===== config.mk =====
export PLATFORM = sky130hd
export DESIGN_NAME = variable_length_bit_repacker_flat
export DESIGN_NICKNAME = d
export VERILOG_FILES = /design/src/rtl/vlbr_pkg.sv /design/src/rtl/vlbr_in_if.sv /design/src/rtl/vlbr_out_if.sv /design/src/rtl/variable_length_bit_repacker.sv /design/src/flat_wrapper.sv
export SDC_FILE = /design/constraint.sdc
export NUM_CORES = 1
export LEC_CHECK = 0
export BUFFER_PORTS_ARGS = -buffer_cell sky130_fd_sc_hd__buf_2
export CORE_MARGIN = 5
export CORE_UTILIZATION = 60
export CTS_CLUSTER_SIZE = 20
export DETAILED_ROUTE_END_ITERATION = 6
export GPL_TIMING_DRIVEN = 0
export HOLD_SLACK_MARGIN = 0.05
export PLACE_DENSITY = 0.79
export SLEW_MARGIN = 20
export SYNTH_ARGS = -nofsm -noshare
export SYNTH_HDL_FRONTEND = slang
export SYNTH_SLANG_ARGS = --single-unit

===== constraint.sdc =====
create_clock -name clk -period 11 [get_ports clk]
set_input_delay 0.55 -clock clk [delete_from_list [all_inputs] [get_ports clk]]
set_output_delay 0.55 -clock clk [all_outputs]
set_load 0.005 [all_outputs]

===== src/rtl/vlbr_pkg.sv =====
// Shared constants and helpers for the variable-length bit repacker.
`default_nettype none
package vlbr_pkg;
	localparam int VAL_W = 31;
	localparam int CW_W = 5;
	localparam int CNT_W = $clog2(VAL_W + 1);
	localparam int GRP_W = 8;
	localparam int GRP_N = (VAL_W + GRP_W - 1) / GRP_W;
	localparam int LZG_W = 4;
	localparam logic [CW_W-1:0] CW_RESET = CW_W'(8);

	// leading zeros of one byte, GRP_W when all zero
	function automatic logic [LZG_W-1:0] lz_byte(input logic [GRP_W-1:0] b);
		logic [LZG_W-1:0] n;
		logic hit;
		n = LZG_W'(GRP_W);
		hit = 1'b0;
		for (int i = GRP_W - 1; i >= 0; i--) begin
			if (!hit && b[i]) begin
				n = LZG_W'(GRP_W - 1 - i);
				hit = 1'b1;
			end
		end
		return n;
	endfunction
endpackage
`default_nettype wire


===== src/rtl/vlbr_in_if.sv =====
// Input channel: one number per beat.
`default_nettype none
interface vlbr_in_if;
	logic valid;
	logic ready;
	logic [vlbr_pkg::VAL_W-1:0] value;
	logic final_number;

	modport source (output valid, value, final_number, input ready);
	modport sink (input valid, value, final_number, output ready);
endinterface
`default_nettype wire


===== src/rtl/vlbr_out_if.sv =====
// Output channel: one chunk per beat.
`default_nettype none
interface vlbr_out_if;
	logic valid;
	logic ready;
	logic [vlbr_pkg::VAL_W-1:0] chunk;
	logic chunk_last;

	modport source (output valid, chunk, chunk_last, input ready);
	modport sink (input valid, chunk, chunk_last, output ready);
endinterface
`default_nettype wire


===== src/rtl/variable_length_bit_repacker.sv =====
// Top level: variable-length bit repacker with a shared barrel shifter.
`default_nettype none
// Appends the significant bits of each number, MSB first, to a bit stream and
// emits a chunk of chunk_width bits (0 acts as 1) each time enough bits are
// pending; the last chunk caused by a number carries chunk_last. A number
// marked final_number drops any leftover bits afterwards. One number is taken
// at a time: after the accept, the LZC and NORM states find its leading zeros
// and align it, then each RUN step, unless the output stalls, moves up to one
// chunk's worth of bits through a single 62-bit shifter, and a closing RUN step
// returns to idle. The user must write chunk_width only while idle; the block
// itself does not enforce it.
module variable_length_bit_repacker (
	input  wire logic clk,
	input  wire logic arst_n,
	input  wire logic cfg_we,
	input  wire logic [vlbr_pkg::CW_W-1:0] cfg_wdata,
	vlbr_in_if.sink items,
	vlbr_out_if.source chunks
);
	localparam logic [1:0] ST_IDLE = 2'd0;
	localparam logic [1:0] ST_LZC  = 2'd1;
	localparam logic [1:0] ST_NORM = 2'd2;
	localparam logic [1:0] ST_RUN  = 2'd3;
	localparam int VW = vlbr_pkg::VAL_W;
	localparam int CN = vlbr_pkg::CNT_W;

	logic [1:0] state_q;
	logic [vlbr_pkg::CW_W-1:0] cw_q;
	logic [VW-1:0] val_q;
	logic fin_q;
	logic [CN-1:0] nbits_q;
	logic [VW-1:0] pend_q;
	logic [CN-1:0] pcnt_q;
	logic [vlbr_pkg::LZG_W-1:0] lzg_q [vlbr_pkg::GRP_N];
	logic [vlbr_pkg::GRP_N-1:0] nz_q;
	logic out_valid_q;
	logic [VW-1:0] out_chunk_q;
	logic out_last_q;

	logic [CN-1:0] w_eff;
	logic [CN-1:0] need;
	logic [CN-1:0] take;
	logic [CN-1:0] rem;
	logic emit;
	logic go;
	logic push;
	logic [CN-1:0] lz;
	logic [2*VW-1:0] sh_in;
	logic [CN-1:0] sh_amt;
	logic [2*VW-1:0] sh_out;
	logic [vlbr_pkg::GRP_N*vlbr_pkg::GRP_W-1:0] padded;

	assign items.ready = (state_q == ST_IDLE);
	assign chunks.valid = out_valid_q;
	assign chunks.chunk = out_chunk_q;
	assign chunks.chunk_last = out_last_q;

	assign go = !out_valid_q || chunks.ready;
	assign w_eff = (cw_q == '0) ? CN'(1) : CN'(cw_q);
	assign need = (pcnt_q >= w_eff) ? CN'(1) : CN'(w_eff - pcnt_q);
	assign take = (nbits_q < need) ? nbits_q : need;
	assign rem = CN'(nbits_q - take);
	assign emit = (nbits_q != '0) && (take == need);
	assign push = (state_q == ST_RUN) && go && emit;
	assign padded = {val_q, {(vlbr_pkg::GRP_N*vlbr_pkg::GRP_W-VW){1'b0}}};

	always_comb begin
		logic hit;
		lz = '0;
		hit = 1'b0;
		for (int g = 0; g < vlbr_pkg::GRP_N; g++) begin
			if (!hit && nz_q[g]) begin
				lz = CN'(g * vlbr_pkg::GRP_W) + CN'(lzg_q[g]);
				hit = 1'b1;
			end
		end
	end

	// shared shifter: aligns the number, then moves bits into the pending word
	always_comb begin
		if (state_q == ST_NORM) begin
			sh_in = {{VW{1'b0}}, val_q};
			sh_amt = lz;
		end else begin
			sh_in = {pend_q, val_q};
			sh_amt = take;
		end
		sh_out = sh_in << sh_amt;
	end

	always_ff @(posedge clk or negedge arst_n) begin
		if (!arst_n) begin
			cw_q <= vlbr_pkg::CW_RESET;
		end else if (cfg_we) begin
			cw_q <= cfg_wdata;
		end
	end

	always_ff @(posedge clk) begin
		if (state_q == ST_LZC) begin
			for (int g = 0; g < vlbr_pkg::GRP_N; g++) begin
				lzg_q[g] <= vlbr_pkg::lz_byte(
					padded[(vlbr_pkg::GRP_N-g)*vlbr_pkg::GRP_W-1 -: vlbr_pkg::GRP_W]);
				nz_q[g] <= |padded[(vlbr_pkg::GRP_N-g)*vlbr_pkg::GRP_W-1 -:
					vlbr_pkg::GRP_W];
			end
		end
	end

	always_ff @(posedge clk or negedge arst_n) begin
		if (!arst_n) begin
			state_q <= ST_IDLE;
			pend_q <= '0;
			pcnt_q <= '0;
			out_valid_q <= 1'b0;
			val_q <= '0;
			fin_q <= 1'b0;
			nbits_q <= '0;
			out_chunk_q <= '0;
			out_last_q <= 1'b0;
		end else begin
			if (push) begin
				out_valid_q <= 1'b1;
			end else if (chunks.ready) begin
				out_valid_q <= 1'b0;
			end
			unique case (state_q)
				ST_IDLE: begin
					if (items.valid) begin
						val_q <= items.value;
						fin_q <= items.final_number;
						state_q <= ST_LZC;
					end
				end
				ST_LZC: begin
					state_q <= ST_NORM;
				end
				ST_NORM: begin
					val_q <= sh_out[VW-1:0];
					nbits_q <= (nz_q != '0) ? CN'(VW - int'(lz)) : '0;
					state_q <= ST_RUN;
				end
				ST_RUN: begin
					if (go) begin
						if (nbits_q == '0) begin
							if (fin_q) begin
								pend_q <= '0;
								pcnt_q <= '0;
							end
							state_q <= ST_IDLE;
						end else begin
							val_q <= sh_out[VW-1:0];
							nbits_q <= rem;
							if (emit) begin
								out_chunk_q <= sh_out[2*VW-1:VW];
								out_last_q <= (rem < w_eff);
								pend_q <= '0;
								pcnt_q <= '0;
							end else begin
								pend_q <= sh_out[2*VW-1:VW];
								pcnt_q <= CN'(pcnt_q + take);
							end
						end
					end
				end
				default: state_q <= ST_IDLE;
			endcase
		end
	end
endmodule
`default_nettype wire


===== src/flat_wrapper.sv =====
// flat-port wrapper written by rule: the top's interface ports become plain ports
module variable_length_bit_repacker_flat 
  (clk, arst_n, cfg_we, cfg_wdata, items_valid, items_value, items_final_number, items_ready, chunks_valid, chunks_chunk, chunks_chunk_last, chunks_ready);
  vlbr_in_if items_i ();
  vlbr_out_if chunks_i ();
  input  wire logic clk;
  input  wire logic arst_n;
  input  wire logic cfg_we;
  input  wire logic [vlbr_pkg::CW_W-1:0] cfg_wdata;
  input wire logic [$bits(items_i.valid)-1:0] items_valid;
  input wire logic [$bits(items_i.value)-1:0] items_value;
  input wire logic [$bits(items_i.final_number)-1:0] items_final_number;
  output wire logic [$bits(items_i.ready)-1:0] items_ready;
  output wire logic [$bits(chunks_i.valid)-1:0] chunks_valid;
  output wire logic [$bits(chunks_i.chunk)-1:0] chunks_chunk;
  output wire logic [$bits(chunks_i.chunk_last)-1:0] chunks_chunk_last;
  input wire logic [$bits(chunks_i.ready)-1:0] chunks_ready;
  assign items_i.valid = items_valid;
  assign items_i.value = items_value;
  assign items_i.final_number = items_final_number;
  assign items_ready = items_i.ready;
  assign chunks_valid = chunks_i.valid;
  assign chunks_chunk = chunks_i.chunk;
  assign chunks_chunk_last = chunks_i.chunk_last;
  assign chunks_i.ready = chunks_ready;
  variable_length_bit_repacker u_core (.clk(clk), .arst_n(arst_n), .cfg_we(cfg_we), .cfg_wdata(cfg_wdata), .items(items_i), .chunks(chunks_i));
endmodule

==> impl_metrics.yaml <==
detailed_routing:
  route.met3.wl_um: 5140
  wl_met2_um: 17500
  wire_per_inst_um: 26.6
  vias: 10800
  wl_um: 40400
  routed.top_layer: "met4"
  wl_met1_um: 15700
  drt-pass1-iter-count: 6
  drtAntennaViolNets: 0
  routed_via_density: 7.09
  remaining_drc_errors: 0
  drtIter0Drc: 1432
timing:
  tightest_slew_ns: 1.05
  layout_min_cycle_time_ns: 6.85
  fmax_mhz: 146
  setup_tns_ns: 0
  timing.final.ws_setup_ns: 4.15
  rsz0062_at_grt: "no"
  fin_crit_sh: 0.622
  relSlewSlack: 0.300
  slew_viol_final: 0
  finalHoldViolations: 0
  setup_viol: 0
  clock_skew_ns: 0.0121
cts:
  clock_latency_ns: 0.44
  clk_pin_slew_ns: 0.06
  cts_buffers: 17
  cts.sinks: 133
  cts_max_level: 4
  cts_tree: "yes"
  root_buffer: "clkbuf_16"
  clock_path_buffers: 2
logic_synthesis:
  synthDistinctLibCells: 88
  postSynthCellCount: 1183
  synth.yosys.seq_area_share: 0.328
  ys_ff_latch: 133
  syn_avg_cell_area_um2: 8.84
  postSynth.asyncResetShare: 0.850
  syn_nets: 1251
  synth-main-ff-cell: "dfrtp_1"
  synth_edf_count: 20
  syn-cell-area_um2: 10500
  synth_warnings: 0
layout:
  final_common_cell: "mux2i_1"
  fin_util: 0.682
  final_cells: 1517
  drive_gt1_frac: 0.167
  area_delta_synth_final_pct: 12.0
  num_antenna_cells: 0
  most-common-layout-cells: "mux2i_1 (138), nand2_1 (133), dfrtp_1 (112)"
  finalNetCount: 1347
placement:
  dpl_worst_slack_ns: 4.29
  gp_congestion: 1.11
  io_buffers: 74
  dpl.cell_count: 1484
  dp_hpwl_um: 31200
global_routing:
  antenna_found_initial: 0
  grt_usage: 0.397
  grt_max_degree: 77
  gr-total-overflow: 0
  grt_pass1_vias: 10400
  grt_pass1_wl_um: 61200
min_path:
  hold_class: "input port to register"
critical_path:
  worstSetupEndpointType: "register"
  cp.required_ns: 11.37
  critPathMaxStageDelay_ns: 0.44
  critPathLaunchType: "register"
  crit_top_cell: "ha_1"
  critical_path.slowest_cell: "nor4_1"
  crit_fanout: 11
  critPathArrivalTime_ns: 7.22
  critPathKind: "register to register"
floorplan:
  die_area_um2: 20200
  rows: 48
  die_x_um: 142
  ioPinCount: 76
  fp.dieH_um: 142
  core_area_um2: 17200
  start_util: 0.609
run:
  maxCapViolCount: 0
status:
  status: "finished, final reports clean"
==> cell usage after synthesis (all sizes together) (12+ instances only) <==
| master | n | area [um^2] |
|---|---|---|
| a21oi | 61 | 350 |
| nor2b | 16 | 100 |
| edfxtp | 20 | 601 |
| nand3 | 40 | 200 |
| nand2 | 136 | 518 |
| mux2 | 35 | 398 |
| o21ai | 101 | 513 |
| and3 | 14 | 97.6 |
| a221oi | 26 | 240 |
| buf | 38 | 244 |
| nor2 | 84 | 323 |
| mux2i | 139 | 1400 |
| clkbuf | 36 | 135 |
| o31ai | 13 | 121 |
| ha | 23 | 288 |
| inv | 39 | 146 |
| o211ai | 13 | 97.6 |
| nor3 | 42 | 210 |
| dfrtp | 112 | 2800 |
| a211oi | 13 | 108 |
| a21o | 12 | 90.1 |
| a22oi | 17 | 128 |
==> worst paths after layout <==
check | start | end | slack (ns) | cells past startpoint
setup / recovery | u_core.cw_q[3]$_DFFE_PN1P_ | u_core.chunks.chunk_last$_DFFE_PN0P_ | 4.15 | 25
hold / removal | cfg_wdata[2] | u_core.cw_q[2]$_DFFE_PN0P_ | 0.33 | 3
setup reg to reg | u_core.cw_q[3]$_DFFE_PN1P_ | u_core.chunks.chunk_last$_DFFE_PN0P_ | 4.15 | 25
hold reg to reg | u_core.chunks.chunk[20]$_DFFE_PN0P_ | u_core.chunks.chunk[20]$_DFFE_PN0P_ | 0.48 | 2
max in group asynchronous | arst_n | u_core.pend_q[8]$_DFFE_PN0P_ | 9.68 | 3
min in group asynchronous | arst_n | u_core.pcnt_q[2]$_DFFE_PN0P_ | 0.59 | 2
==> stage by stage <==
stage / hold slack (ns) / area, um^2
after global routing: 0.353 / 11700
final: 0.326 / 11700
after floorplan: 0.254 / 10500
after detailed placement: 0.470 / 11100
after CTS: 0.324 / 11700
after global placement: 0.459 / 11100
==> sequential cells by signal, indices dropped and copies added (netlist names) <==
register                  count
u_core.chunks.chunk          31
u_core.chunks.valid           1
u_core.chunks.chunk_last      1
u_core.nz_q                   4
u_core.cw_q                   5
u_core.lzg_q                 16
u_core.fin_q                  1
u_core.val_q                 31
u_core.pcnt_q                 5
u_core.state_q                2
u_core.pend_q                31
u_core.nbits_q                5
==> cell type report <==
class	count	area (um^2)
multi-input combinational	936	6490
fill	1403	5460
sequential	133	3430
clock buffer	19	447
timing repair buffer	77	422
buffer	74	379
tap	225	282
inverter	40	150
clock inverter	13	109
==> worst max-delay path, delay by kind of cell (launching register included) <==
| kind | cells | cell delay, ns |
|---|---|---|
| buffers and inverters | 5 | 1.26 |
| DFF | 1 | 0.41 |
| muxes | 1 | 0.16 |
| and+or+nand+nor | 7 | 1.90 |
| AOI/OAI and AO/OA | 6 | 1.08 |
| adders and majority gates | 6 | 1.97 |
==> kinds of logic after synthesis <==
family          count (synthesis)  synth area share
fa+ha+maj                      27            0.0342
buf+inv                       114            0.0506
xor+xnor                       13            0.0109
compound gates                332             0.224
simple gates                  389             0.178
mux                           175             0.174
flops                         133             0.328
==> layer usage <==
metal	track usage	vias up
li1	-	4622
met2	0.596	817
met3	0.115	162
met5	0	-
met4	0.177	0
met1	0.535	5149
==> what timing repair did <==
item / 4_1_cts / 5_1_grt
endpoints found under the setup margin: 0 / 0
setup buffers: 0 / 0
resized for setup: 0 / 0
hold endpoints to repair: 36 / 0
hold buffers: 1 / 0
Power is not shown: default switching activity piles up to over one toggle a cycle in this logic, so the estimate is an artifact.
